--- config.mk ---
export PLATFORM = sky130hd
export DESIGN_NAME = two_compartment_neuron_step_core
export DESIGN_NICKNAME = d
export VERILOG_FILES = /design/src/hw/rtl/tcn_pkg.sv /design/src/hw/rtl/two_compartment_neuron_step_core.sv /design/src/hw/rtl/tcn_digit_mul.sv
export SDC_FILE = /design/constraint.sdc
export NUM_CORES = 2
export LEC_CHECK = 0
export ABC_AREA = 0
export BUFFER_PORTS_ARGS = -buffer_cell sky130_fd_sc_hd__buf_2
export CORE_MARGIN = 3
export CORE_UTILIZATION = 35
export DETAILED_ROUTE_END_ITERATION = 12
export GPL_TIMING_DRIVEN = 0
export SYNTH_ARGS = -nofsm -noshare
export SYNTH_HDL_FRONTEND = slang
export SYNTH_SLANG_ARGS = --single-unit
--- constraint.sdc ---
create_clock -name clk_i -period 15.8 [get_ports clk_i]
set_input_delay 0.79 -clock clk_i [delete_from_list [all_inputs] [get_ports clk_i]]
set_output_delay 0.79 -clock clk_i [all_outputs]
set_load 0.01 [all_outputs]
--- src/hw/rtl/tcn_pkg.sv ---
// shared types, constants and functions of the two-compartment neuron step core
package tcn_pkg;

  localparam int unsigned POT_W      = 32;
  localparam int unsigned TGT_W      = 25;
  localparam int unsigned AW         = ((POT_W > TGT_W) ? POT_W : TGT_W) + 1;
  localparam int unsigned BW         = 17;
  localparam int unsigned DIG_W      = 4;
  localparam int unsigned NDIG       = (BW + DIG_W - 1) / DIG_W;
  localparam int unsigned BEXT       = NDIG * DIG_W;
  localparam int unsigned PRW        = AW + BW;
  localparam int unsigned DCNT_W     = $clog2(NDIG);
  localparam int unsigned SIG_DEPTH  = 256;
  localparam int unsigned SIG_IDX_W  = $clog2(SIG_DEPTH);
  localparam int unsigned CFG_IDX_W  = 3;
  localparam int unsigned CFG_DATA_W = 48;
  localparam longint unsigned EXP_M1_Q30 = 64'd395007542;

  localparam logic [CFG_IDX_W-1:0] CFG_BASAL_W   = 3'd0;
  localparam logic [CFG_IDX_W-1:0] CFG_APICAL_W  = 3'd1;
  localparam logic [CFG_IDX_W-1:0] CFG_SOMA_W    = 3'd2;
  localparam logic [CFG_IDX_W-1:0] CFG_RATIO     = 3'd3;
  localparam logic [CFG_IDX_W-1:0] CFG_LEAK      = 3'd4;
  localparam logic [CFG_IDX_W-1:0] CFG_SLOPE     = 3'd5;
  localparam logic [CFG_IDX_W-1:0] CFG_THRESHOLD = 3'd6;

  typedef struct packed {
    logic                 start;
    logic signed [AW-1:0] a;
    logic signed [BW-1:0] b;
  } mul_req_t;

  typedef logic [15:0] sig_table_t [SIG_DEPTH];

  // clamp a wide value to the signed potential range
  function automatic logic signed [POT_W-1:0] sat_pot(input logic signed [PRW-1:0] v);
    logic signed [PRW-1:0] maxv;
    logic signed [PRW-1:0] minv;
    maxv = PRW'(signed'({1'b0, {(POT_W-1){1'b1}}}));
    minv = -maxv - PRW'(1);
    if (v > maxv) begin
      return POT_W'(maxv);
    end else if (v < minv) begin
      return POT_W'(minv);
    end
    return POT_W'(v);
  endfunction

  // unsigned quotient by restoring shift and subtract
  function automatic longint unsigned udiv64(input longint unsigned num,
                                             input longint unsigned den);
    longint unsigned q;
    longint unsigned r;
    q = '0;
    r = '0;
    for (int i = 63; i >= 0; i--) begin
      r = {r[62:0], num[i]};
      if (r >= den) begin
        r = r - den;
        q[i] = 1'b1;
      end
    end
    return q;
  endfunction

  // sigmoid of a q4.12 value as unsigned q0.16, series expansion of exp
  function automatic logic [15:0] sigmoid_q16(input longint x);
    longint unsigned t;
    longint unsigned f;
    longint unsigned n;
    longint unsigned e;
    longint unsigned term;
    longint unsigned den;
    longint unsigned s;
    t = (x < 0) ? longint'(-x) : longint'(x);
    f = t & 64'hFFF;
    n = t >> 12;
    e = 64'd1 << 30;
    term = 64'd1 << 30;
    for (longint unsigned k = 1; k <= 12; k++) begin
      term = udiv64(term * f, k * 64'd4096);
      if (k[0]) e = e - term;
      else e = e + term;
    end
    for (longint unsigned k = 0; k < n; k++) begin
      e = (e * EXP_M1_Q30) >> 30;
    end
    den = (64'd1 << 30) + e;
    s = udiv64((64'd1 << 46) + (den >> 1), den);
    if (x < 0) s = 64'd65536 - s;
    return s[15:0];
  endfunction

  function automatic sig_table_t build_sig_table();
    sig_table_t tab;
    longint mid;
    for (int i = 0; i < SIG_DEPTH; i++) begin
      mid = longint'((longint'(2 * i + 1) * 65536) / (2 * SIG_DEPTH)) - 32768;
      tab[i] = sigmoid_q16(mid);
    end
    return tab;
  endfunction

  localparam sig_table_t SIG_TABLE = build_sig_table();

endpackage

--- src/hw/rtl/two_compartment_neuron_step_core.sv ---
// two-compartment leaky integrate-and-fire neuron, one time step per transaction
// each input transaction is worked through as 11 products
//   (issue, five radix-16 digits, done) on the shared multiplier, then a finish state
// the input stalls until the step is through the single digit-serial multiplier
// a finished result waits in the output register while the next step is taken in
// reset: potentials, spike flag and spike time clear; registers take their documented values
module two_compartment_neuron_step_core import tcn_pkg::*; (
  input  logic                        clk_i,
  input  logic                        rst_ni,
  input  logic                        in_valid_i,
  output logic                        in_stall_o,
  input  logic signed [15:0]          basal_input_i,
  input  logic signed [15:0]          apical_input_i,
  input  logic signed [15:0]          recurrent_input_i,
  input  logic [31:0]                 time_stamp_i,
  output logic                        out_valid_o,
  input  logic                        out_stall_i,
  output logic                        spike_o,
  output logic [31:0]                 last_spike_time_o,
  output logic signed [31:0]          soma_level_o,
  input  logic                        cfg_valid_i,
  output logic                        cfg_ready_o,
  input  logic [CFG_IDX_W-1:0]        cfg_index_i,
  input  logic [CFG_DATA_W-1:0]       cfg_data_i
);

  // sequencer states
  localparam logic [1:0] ST_IDLE   = 2'd0;
  localparam logic [1:0] ST_ISSUE  = 2'd1;
  localparam logic [1:0] ST_WAIT   = 2'd2;
  localparam logic [1:0] ST_FINISH = 2'd3;

  // product steps, in order
  localparam logic [3:0] SP_BASAL_FF  = 4'd0;
  localparam logic [3:0] SP_BASAL_REC = 4'd1;
  localparam logic [3:0] SP_BASAL_LK  = 4'd2;
  localparam logic [3:0] SP_APIC_FF   = 4'd3;
  localparam logic [3:0] SP_APIC_REC  = 4'd4;
  localparam logic [3:0] SP_APIC_LK   = 4'd5;
  localparam logic [3:0] SP_SIG_ARG   = 4'd6;
  localparam logic [3:0] SP_COUPLE    = 4'd7;
  localparam logic [3:0] SP_DIRECT    = 4'd8;
  localparam logic [3:0] SP_GATE      = 4'd9;
  localparam logic [3:0] SP_SOMA_LK   = 4'd10;

  // configuration registers
  logic [31:0] bw_q, aw_q;
  logic [15:0] sw_q, ratio_q, slope_q;
  logic [47:0] leak_q;
  logic [31:0] thr_q;

  // neuron state
  logic signed [POT_W-1:0] pb_q, pb_d, pa_q, pa_d, ps_q, ps_d;
  logic                    spike_q, spike_d;
  logic [31:0]             tstore_q, tstore_d;

  // latched input transaction and working registers
  logic signed [15:0]      bin_q, ain_q, rec_q;
  logic [31:0]             stamp_q;
  logic signed [PRW-1:0]   sum_q, sum_d;
  logic signed [AW-1:0]    diff_q, diff_d;
  logic [15:0]             gate_q, gate_d;

  logic [1:0] state_q;
  logic [3:0] step_q;

  // output register
  logic                    out_valid_q;
  logic                    out_spike_q;
  logic [31:0]             out_time_q;
  logic signed [31:0]      out_soma_q;

  mul_req_t                mreq;
  logic                    mdone;
  logic signed [PRW-1:0]   prod;

  logic in_acc, out_free, wb_en;

  assign in_acc      = in_valid_i && !in_stall_o;
  assign in_stall_o  = (state_q != ST_IDLE);
  assign out_free    = !out_valid_q || !out_stall_i;
  assign cfg_ready_o = 1'b1;
  assign wb_en       = (state_q == ST_WAIT) && mdone;

  // ---------------------------------------------------------------------------
  // configuration writes
  // ---------------------------------------------------------------------------
  always_ff @(posedge clk_i or negedge rst_ni) begin
    if (!rst_ni) begin
      bw_q    <= '0;
      aw_q    <= '0;
      sw_q    <= '0;
      ratio_q <= 16'd4096;
      leak_q  <= '0;
      slope_q <= 16'd4096;
      thr_q   <= 32'd65536;
    end else if (cfg_valid_i && cfg_ready_o) begin
      unique case (cfg_index_i)
        CFG_BASAL_W:   bw_q    <= cfg_data_i[31:0];
        CFG_APICAL_W:  aw_q    <= cfg_data_i[31:0];
        CFG_SOMA_W:    sw_q    <= cfg_data_i[15:0];
        CFG_RATIO:     ratio_q <= cfg_data_i[15:0];
        CFG_LEAK:      leak_q  <= cfg_data_i;
        CFG_SLOPE:     slope_q <= cfg_data_i[15:0];
        CFG_THRESHOLD: thr_q   <= cfg_data_i[31:0];
        default: ;
      endcase
    end
  end

  // ---------------------------------------------------------------------------
  // operand selection for the shared multiplier
  // ---------------------------------------------------------------------------
  always_comb begin
    mreq.start = (state_q == ST_ISSUE);
    mreq.a     = '0;
    mreq.b     = '0;
    case (step_q)
      SP_BASAL_FF: begin
        mreq.a = AW'(signed'(bw_q[31:16]));
        mreq.b = BW'(bin_q);
      end
      SP_BASAL_REC: begin
        mreq.a = AW'(signed'(bw_q[15:0]));
        mreq.b = BW'(rec_q);
      end
      SP_BASAL_LK: begin
        mreq.a = diff_q;
        mreq.b = signed'(BW'({1'b0, leak_q[47:32]}));
      end
      SP_APIC_FF: begin
        mreq.a = AW'(signed'(aw_q[31:16]));
        mreq.b = BW'(ain_q);
      end
      SP_APIC_REC: begin
        mreq.a = AW'(signed'(aw_q[15:0]));
        mreq.b = BW'(rec_q);
      end
      SP_APIC_LK: begin
        mreq.a = diff_q;
        mreq.b = signed'(BW'({1'b0, leak_q[31:16]}));
      end
      SP_SIG_ARG: begin
        mreq.a = AW'(pa_q);
        mreq.b = signed'(BW'({1'b0, slope_q}));
      end
      SP_COUPLE: begin
        // basal minus soma, coupled through the conductance ratio
        mreq.a = AW'(pb_q) - AW'(ps_q);
        mreq.b = BW'(signed'(ratio_q));
      end
      SP_DIRECT: begin
        mreq.a = AW'(signed'(sw_q));
        mreq.b = BW'(bin_q);
      end
      SP_GATE: begin
        mreq.a = diff_q;
        mreq.b = signed'(BW'({1'b0, gate_q}));
      end
      SP_SOMA_LK: begin
        mreq.a = diff_q;
        mreq.b = signed'(BW'({1'b0, leak_q[15:0]}));
      end
      default: ;
    endcase
  end

  tcn_digit_mul u_mul (
    .clk_i  (clk_i),
    .rst_ni (rst_ni),
    .req_i  (mreq),
    .done_o (mdone),
    .prod_o (prod)
  );

  // ---------------------------------------------------------------------------
  // write-back of each product
  // ---------------------------------------------------------------------------
  logic signed [PRW-1:0] tgt, arg;
  logic signed [15:0]    arg16;
  logic [15:0]           off;

  always_comb begin
    pb_d     = pb_q;
    pa_d     = pa_q;
    ps_d     = ps_q;
    spike_d  = spike_q;
    tstore_d = tstore_q;
    sum_d    = sum_q;
    diff_d   = diff_q;
    gate_d   = gate_q;
    tgt      = (sum_q + prod) >>> 8;
    arg      = prod >>> 16;
    // clamp the sigmoid argument to q4.12
    if (arg > PRW'(32767)) begin
      arg16 = 16'sh7FFF;
    end else if (arg < -PRW'(32768)) begin
      arg16 = -16'sh8000;
    end else begin
      arg16 = 16'(arg);
    end
    off = {~arg16[15], arg16[14:0]};
    case (step_q) inside
      SP_BASAL_FF, SP_APIC_FF: sum_d = prod;
      SP_BASAL_REC: diff_d = AW'(tgt - PRW'(pb_q));
      SP_APIC_REC:  diff_d = AW'(tgt - PRW'(pa_q));
      SP_BASAL_LK:  pb_d = sat_pot(PRW'(pb_q) + (prod >>> 16));
      SP_APIC_LK:   pa_d = sat_pot(PRW'(pa_q) + (prod >>> 16));
      SP_SIG_ARG:   gate_d = SIG_TABLE[off[15 -: SIG_IDX_W]];
      SP_COUPLE:    sum_d = prod >>> 12;
      SP_DIRECT:    diff_d = AW'(sat_pot(sum_q + (prod >>> 8)));
      SP_GATE:      diff_d = AW'((prod >>> 16) - PRW'(ps_q));
      SP_SOMA_LK: begin
        ps_d    = sat_pot(PRW'(ps_q) + (prod >>> 16));
        spike_d = (ps_d >= signed'(thr_q));
        if (spike_d) tstore_d = stamp_q;
      end
      default: ;
    endcase
  end

  // ---------------------------------------------------------------------------
  // sequencer
  // ---------------------------------------------------------------------------
  always_ff @(posedge clk_i or negedge rst_ni) begin
    if (!rst_ni) begin
      state_q     <= ST_IDLE;
      step_q      <= SP_BASAL_FF;
      pb_q        <= '0;
      pa_q        <= '0;
      ps_q        <= '0;
      spike_q     <= 1'b0;
      tstore_q    <= '0;
      out_valid_q <= 1'b0;
    end else begin
      // a new result takes over the output register as the old one leaves
      if (state_q == ST_FINISH && out_free) begin
        out_valid_q <= 1'b1;
      end else if (out_valid_q && !out_stall_i) begin
        out_valid_q <= 1'b0;
      end
      unique case (state_q)
        ST_IDLE: begin
          if (in_acc) begin
            step_q  <= SP_BASAL_FF;
            state_q <= ST_ISSUE;
          end
        end
        ST_ISSUE: state_q <= ST_WAIT;
        ST_WAIT: begin
          if (mdone) begin
            pb_q     <= pb_d;
            pa_q     <= pa_d;
            ps_q     <= ps_d;
            spike_q  <= spike_d;
            tstore_q <= tstore_d;
            if (step_q == SP_SOMA_LK) begin
              state_q <= ST_FINISH;
            end else begin
              step_q  <= step_q + 4'd1;
              state_q <= ST_ISSUE;
            end
          end
        end
        ST_FINISH: begin
          // hand over once the output register is free
          if (out_free) begin
            state_q <= ST_IDLE;
          end
        end
        default: state_q <= ST_IDLE;
      endcase
    end
  end

  // payload registers
  always_ff @(posedge clk_i) begin
    if (in_acc) begin
      bin_q   <= basal_input_i;
      ain_q   <= apical_input_i;
      rec_q   <= recurrent_input_i;
      stamp_q <= time_stamp_i;
    end
    if (wb_en) begin
      sum_q  <= sum_d;
      diff_q <= diff_d;
      gate_q <= gate_d;
    end
    if (state_q == ST_FINISH && out_free) begin
      out_spike_q <= spike_q;
      out_time_q  <= tstore_q;
      out_soma_q  <= 32'(ps_q);
    end
  end

  assign out_valid_o       = out_valid_q;
  assign spike_o           = out_spike_q;
  assign last_spike_time_o = out_time_q;
  assign soma_level_o      = out_soma_q;

  assert property (@(posedge clk_i) disable iff (!rst_ni) mdone |-> state_q == ST_WAIT)
    else $error("product finished outside the wait state");
  assert property (@(posedge clk_i) disable iff (!rst_ni)
      state_q != ST_IDLE |-> step_q <= SP_SOMA_LK)
    else $error("step counter ran past the last product");
  assert property (@(posedge clk_i) disable iff (!rst_ni)
      $rose(out_valid_o) |-> $past(state_q) == ST_FINISH)
    else $error("result shown without a finished step");

endmodule

--- src/hw/rtl/tcn_digit_mul.sv ---
// signed multiplier, one radix-16 digit of the second operand per cycle
module tcn_digit_mul import tcn_pkg::*; (
  input  logic                  clk_i,
  input  logic                  rst_ni,
  input  mul_req_t              req_i,
  output logic                  done_o,
  output logic signed [PRW-1:0] prod_o
);

  localparam int unsigned ACCW = AW + BEXT;

  logic                   busy_q, first_q, done_q;
  logic [DCNT_W-1:0]      cnt_q;
  logic [BEXT-1:0]        bsh_q;
  logic signed [ACCW-1:0] acc_q, acc_d;
  logic signed [AW-1:0]   a_q;
  logic [DIG_W-1:0]       dig;
  logic signed [DIG_W:0]  sd;
  logic signed [AW+DIG_W:0] pp;

  assign dig = bsh_q[BEXT-1 -: DIG_W];
  assign sd  = first_q ? signed'({dig[DIG_W-1], dig}) : signed'({1'b0, dig});
  assign pp  = a_q * sd;
  // msb-first horner step
  assign acc_d = (acc_q <<< DIG_W) + ACCW'(pp);

  always_ff @(posedge clk_i or negedge rst_ni) begin
    if (!rst_ni) begin
      busy_q  <= 1'b0;
      first_q <= 1'b0;
      done_q  <= 1'b0;
      cnt_q   <= '0;
    end else begin
      done_q <= 1'b0;
      if (req_i.start) begin
        busy_q  <= 1'b1;
        first_q <= 1'b1;
        cnt_q   <= DCNT_W'(NDIG - 1);
      end else if (busy_q) begin
        first_q <= 1'b0;
        cnt_q   <= cnt_q - DCNT_W'(1);
        if (cnt_q == '0) begin
          busy_q <= 1'b0;
          done_q <= 1'b1;
        end
      end
    end
  end

  always_ff @(posedge clk_i) begin
    if (req_i.start) begin
      a_q   <= req_i.a;
      bsh_q <= {{(BEXT-BW){req_i.b[BW-1]}}, req_i.b};
      acc_q <= '0;
    end else if (busy_q) begin
      acc_q <= acc_d;
      bsh_q <= bsh_q << DIG_W;
    end
  end

  assign done_o = done_q;
  assign prod_o = PRW'(acc_q);

  assert property (@(posedge clk_i) disable iff (!rst_ni) req_i.start |-> !busy_q)
    else $error("multiplier started while busy");
  assert property (@(posedge clk_i) disable iff (!rst_ni) done_q |-> !busy_q)
    else $error("multiplier done while still busy");
  assert property (@(posedge clk_i) disable iff (!rst_ni) busy_q && cnt_q == '0 |=> done_q)
    else $error("multiplier did not finish on its last digit");

endmodule

# Word-level counts from Yosys, hierarchy flattened
# Memory sizes are Yosys's and may differ from the RTL's. A register that Yosys moved wholly into a read port is not among the register bits.
# Index checks and enable logic that the tools add are counted.
[op_classes] n_addsub=12 n_mul=1 div=0 magnitude_cmp=11 eq_ne=32 shifts=0 muxes=99 bitwise=11 n_reduce_logical=35
[ops] operator="32-bit 2-to-1 mux" count=22
[ops] operator="50-bit case mux with 11 select lines" count=1
[ops] operator="50-bit 2-to-1 mux" count=7
[ops] operator="33-bit 2-to-1 mux" count=8
[ops] operator="32-bit by 34-bit adder with 35-bit output" count=3
[ops] operator="35-bit by 32-bit greater-than comparator with 1-bit output, second input constant" count=3
[ops] operator="35-bit by 32-bit less-than comparator with 1-bit output, second input constant" count=3
[ops] operator="33-bit by 32-bit subtractor with 33-bit output" count=3
[ops] operator="50-bit by 38-bit adder with 50-bit output" count=1
[ops] operator="50-bit by 42-bit adder with 50-bit output" count=1
[ops] operator="50-bit by 32-bit greater-than comparator with 1-bit output, second input constant" count=1
[ops] operator="50-bit by 32-bit less-than comparator with 1-bit output, second input constant" count=1
[ops] operator="1-bit 2-to-1 mux" count=45
[ops] operator="41-bit adder" count=1
[ops] operator="20-bit 2-to-1 mux" count=2
[ops] operator="33-bit by 5-bit multiplier with 38-bit output" count=1
[ops] operator="34-bit by 16-bit greater-than comparator with 1-bit output, second input constant" count=1
[ops] operator="34-bit by 16-bit less-than comparator with 1-bit output, second input constant" count=1
[ops] operator="32-bit by 32-bit subtractor with 33-bit output" count=1
[ops] operator="32-bit >= comparator" count=1
[ops] operator="16-bit 2-to-1 mux" count=2
[ops] operator="7-bit AND reduction" count=4
[ops] operator="4-bit by 3-bit equality test with 1-bit output, second input constant" count=4
[ops] operator="2-bit AND reduction" count=7
[ops] operator="other kinds (35)" count=77
[word_totals] reg_bits=665 latchBits=0 mem_bits_rw=0 romBits=4096 input_bits=136 out_inout_bits=68 elab_cells=233 memories=1
[memory_table] name="(name not given)" words=256 width=16 read_ports=1 rd_ports_with_merged_regs=1 wr=0 line_no="two_compartment_neuron_step_core.sv:209" text="SP_SIG_ARG: gate_d = SIG_TABLE[off[15 -: SIG_IDX_W]];"

# Longest topological paths before layout
[logic_depth] ltp_word=27 ltp_mapped=30 mapped_depth_nobuf=28

# Cells and area by module
# A second synthesis with hierarchy kept.
[unflattened] cells_unflattened=6061 hier_area_um2=56361.6
[by_module_without_submodules] mod="two_compartment_neuron_step_core" instances=1 cells_each=4810 area_per_inst_um2=44154.8 seq_area_each_um2=15538.7
[by_module_without_submodules] mod="tcn_digit_mul" instances=1 cells_each=1251 area_per_inst_um2=12206.7 seq_area_each_um2=2742.6

# Worst setup path before layout
# OpenSTA, ideal clock, no wires.
[synth_timing] path_kind="reg2reg" start="register u_mul.acc_q[23]" end="register tstore_q[10]" setup_time_ps=125 arrival_ps=5976 t_required_ps=15675 slack_ps=9699 path_stages_with_launch=29 n_path_buf=3 period_less_slack_ps=6101 path_cell_list="dfxtp_1 ha_1 clkbuf_1 nor3_1 o21a_1 nor3_1 a211o_1 a211oi_1 o21ai_0 o21a_1 o2111a_1 nand2b_1 o21ai_0 clkbuf_1 o21ai_0 ha_1 nor2b_1 o21ai_0 nand2b_1 a21oi_1 a21boi_0 o21a_1 o21a_1 o21ai_0 a211oi_1 o311ai_0 a31oi_1 clkbuf_1 mux2_2"
[synth_via] elab_chain_cells=27 elab_cells_between_ends=29 classes_between="add/sub (1); order compare (3); mux (24); reduce/logical (1)"
[synth_rtl] element="start, declared" line_no="tcn_digit_mul.sv:15" text="logic signed [ACCW-1:0] acc_q, acc_d;"
[synth_rtl] element="start signal, assigned" line_no="tcn_digit_mul.sv:54" text="acc_q <= '0;"
[synth_rtl] element="start signal, assigned" line_no="tcn_digit_mul.sv:56" text="acc_q <= acc_d;"
[synth_rtl] element="32-bit by 34-bit adder with 35-bit output (*)" line_no="two_compartment_neuron_step_core.sv:214" text="ps_d = sat_pot(PRW'(ps_q) + (prod >>> 16));"
[synth_rtl] element="35-bit by 32-bit less-than comparator with 1-bit output" line_no="tcn_pkg.sv:43" text="end else if (v < minv) begin"
[synth_rtl] element="1-bit 2-to-1 mux" line_no="tcn_pkg.sv:43"
[synth_rtl] element="1-bit 2-to-1 mux" line_no="tcn_pkg.sv:41" text="if (v > maxv) begin"
[synth_rtl] element="1-bit 2-to-1 mux (10 in series)" line_no="two_compartment_neuron_step_core.sv:203" text="case (step_q) inside"
[synth_rtl] element="32-bit 2-to-1 mux (*)" line_no="tcn_pkg.sv:46" text="return POT_W'(v);"
[synth_rtl] element="32-bit 2-to-1 mux (*) (10 in series)" line_no="two_compartment_neuron_step_core.sv:203"
[synth_rtl] element="32-bit >= comparator (*)" line_no="two_compartment_neuron_step_core.sv:215" text="spike_d = (ps_d >= signed'(thr_q));"
[synth_rtl] element="13-bit AND reduction (no line) (*)"
[synth_rtl] element="end signal, assigned" line_no="two_compartment_neuron_step_core.sv:256" text="tstore_q <= tstore_d;"
[synth_rtl] element="end, declared" line_no="two_compartment_neuron_step_core.sv:55" text="logic [31:0] tstore_q, tstore_d;"
# Mark *: on every way between the ends. The rest lies on a longest branch, timed or not. The select of a mux whose other input is x is not followed.
# A chain may end at the register's enable or synchronous reset.

# Worst setup path after layout
[layout_timing] start="register u_mul.acc_q[17]" end="register tstore_q[28]"
# Same word-level chain as after synthesis.

==> results.txt <==
Cts repair resizes: 0
Yosys reg bits: 681
Number of synthesized flops with an enable pin: 297
GR peak layer: met2
Post-Syn Area: 55900 um2
Nets: 7041
Post-route minimum period: 8830 ps
Setup_tns: 0 ps
Total number of vias: 51300
Syn Nets: 6737
Worst Hold Class: in -> reg
Hpwl dp: 189 mm
Met1 Use GR: 0.397
Seq/Total Area, Yosys: 0.327
RSZ-0062 raised after global routing: false
Pins Over Slew Limit: 27
Layout cells sized above 1: 0.111
GRT Overall Usage: 0.289
Met2 Use GR: 0.435
Vias/cell: 6.10
CTS root buffer: clkbuf_16
Global-route wire length before repair: 348 mm
Max Clk Rate: 0.113 GHz
Slowest stage delay, CP: 1230 ps
CTS tree: yes
Antenna violations before repair: 8
GRT overflow: 0
Path type of the worst setup path: reg -> reg
Post-Syn Area per Cell: 9.40 um2
Clk_lat worst skew: 680 ps
Ys async rst share: 0.490
Status: complete, but fails checks
Worst Setup Start Kind: flop
Count of cell types in the netlist: 103
CTS max path bufs: 3
Maximum fanout along the worst path: 11
Clock skew: 53.3 ps
Worst EP required: 16370 ps
Slowest cell on the critical path: dfxtp_1
Tcrit/Tclk final: 0.559
Starting density of the core: 0.353
Residual DRC count: 0
Maximum number of pins on one net before global-route repair: 115
GRT met3 Usage: 0.0550
Warnings, synthesis: 0
Sink Count: 681
I/O Buffers: 200
Vias in the first global route: 49100
First-pass DRT Iterations: 8
Final Hold Viols: 0
Ys flop type: dfrtp_1
H-Tree Depth: 3
GP Congestion: 1.01
Worst-Margin Slew: 1580 ps
TritonCTS Buffers: 81
# IOs: 204
DRT iter0 DRCs: 6320
Antenna viol nets, final: 0
Gate Count Post-Synth: 5949
Endpoints failing setup: 0
P&R area growth vs syn: 12.0%
Die span in x: 406 um
Core ar.: 159000 um2
# rows: 146
Max-cap violations: 2
CP arrival: 9400 ps
Worst-path clk slew: 60 ps
Wirelength per Cell: 29.0 um
CP Capture Type: flop
Die H: 406 um
Final WL: 243 mm
Failing checks: max-capacitance violations, max-slew violations
Die ar.: 165000 um2
Relative slew slack: -0.0547
## stage by stage
stage	worst slack [ps]	hold WS, ps	utilization	instances	instance area [um2]
after floorplan	9700	421	-	5949	55900
after global placement	6740	425	0.375	8221	59500
after detailed placement	7140	428	0.378	8241	59900
after CTS	7120	241	0.395	8392	62600
after global routing	6500	260	0.395	8393	62600
final	6970	278	0.395	8398	62600
## state kept, by name, indices dropped and copies added, names as in the netlist, 20 cells and up
register / flops
pa_q: 32
u_mul.bsh_q: 20
ps_q: 32
tstore_q: 32
last_spike_time_o: 32
soma_level_o: 32
aw_q: 32
thr_q: 32
u_mul.acc_q: 50
leak_q: 48
stamp_q: 32
diff_q: 33
sum_q: 50
bw_q: 32
pb_q: 32
u_mul.a_q: 33
## worst paths after layout
check | end | from | slack (ps) | depth (start not counted)
setup / recovery | tstore_q[28] | u_mul.acc_q[17] | 6970 | 29
hold / removal | bin_q[8] | basal_input_i[8] | 280 | 1
setup reg to reg | tstore_q[28] | u_mul.acc_q[17] | 6970 | 29
hold reg to reg | last_spike_time_o[8] | tstore_q[8] | 440 | 0
max in group asynchronous | u_mul.first_q | rst_ni | 13830 | 4
min in group asynchronous | tstore_q[23] | rst_ni | 620 | 2
## repair_timing
action,CTS,global route
hold buffers,1,0
setup buffers,0,0
setup endpoints to repair,0,0
hold endpoints to repair,8,0
## worst max-delay path, delay by kind of cell (launching register included)
| family | cells | cell delay (ps) |
|---|---|---|
| buf+inv | 4 | 1920 |
| simple gates | 6 | 800 |
| fa+ha+maj | 2 | 800 |
| flops | 1 | 1230 |
| mux | 1 | 410 |
| compound gates | 16 | 3540 |
## cell usage after synthesis (all sizes together) (39+ instances only)
library cell	number	area [um2]
nor2b	70	438
a31oi	62	388
dfrtp	331	8280
a211oi	58	435
o211ai	54	415
or2	45	282
xor2	99	867
ha	474	5930
o21bai	54	405
dfxtp	50	1000
nor3	95	480
edfxtp	297	8920
o21ai	362	1810
nand4	49	307
a21oi	469	2350
mux2	228	2570
mux2i	52	521
clkbuf	257	970
nand2	483	1810
nand2b	69	432
nor2	343	1290
inv	364	1370
fa	178	3560
and2	91	571
a21o	168	1260
a221oi	54	473
buf	41	257
and3	39	245
o21a	45	338
xnor2	203	1780
a221o	76	761
a22oi	83	623
nand3	122	611
## kinds of logic after synthesis
logic type / synth area share
other: 0.0000671
DFF: 0.327
adders and majority gates: 0.170
and+or+nand+nor: 0.134
AOI/OAI and AO/OA: 0.218
xor gates and xnor gates: 0.0481
muxes: 0.0552
buffers and inverters: 0.0473
## routing by layer
| metal | up-vias | wire length (um) | share of wire |
|---|---|---|---|
| li1 | 22600 | - | - |
| met1 | 25500 | 103000 | 0.42 |
| met2 | 2673 | 103000 | 0.42 |
| met3 | 552 | 22600 | 0.093 |
| met4 | 0 | 14100 | 0.058 |
| met5 | - | 0 | 0 |
## cell usage in the layout, fill, tap and decap left out, types with 228 or more instances in the layout
master,instances
edfxtp_1,297
clkbuf_1,273
a21oi_1,468
inv_1,364
nand2_1,483
nor2_1,341
o21ai_0,350
ha_1,474
mux2_2,228
dfrtp_1,331
## final cells by class
cell class | count | area [um2]
clock inverter | 44 | 470
fill | 15800 | 96000
multi-input combinational | 4601 | 35100
tap | 2072 | 2590
sequential | 681 | 18300
buffer | 300 | 1270
clock buffer | 106 | 2180
timing repair buffer | 221 | 1350
antenna | 6 | 15.0
inverter | 367 | 1380
Power is not shown: default switching activity piles up to over one toggle a cycle in this logic, so the estimate is an artifact.
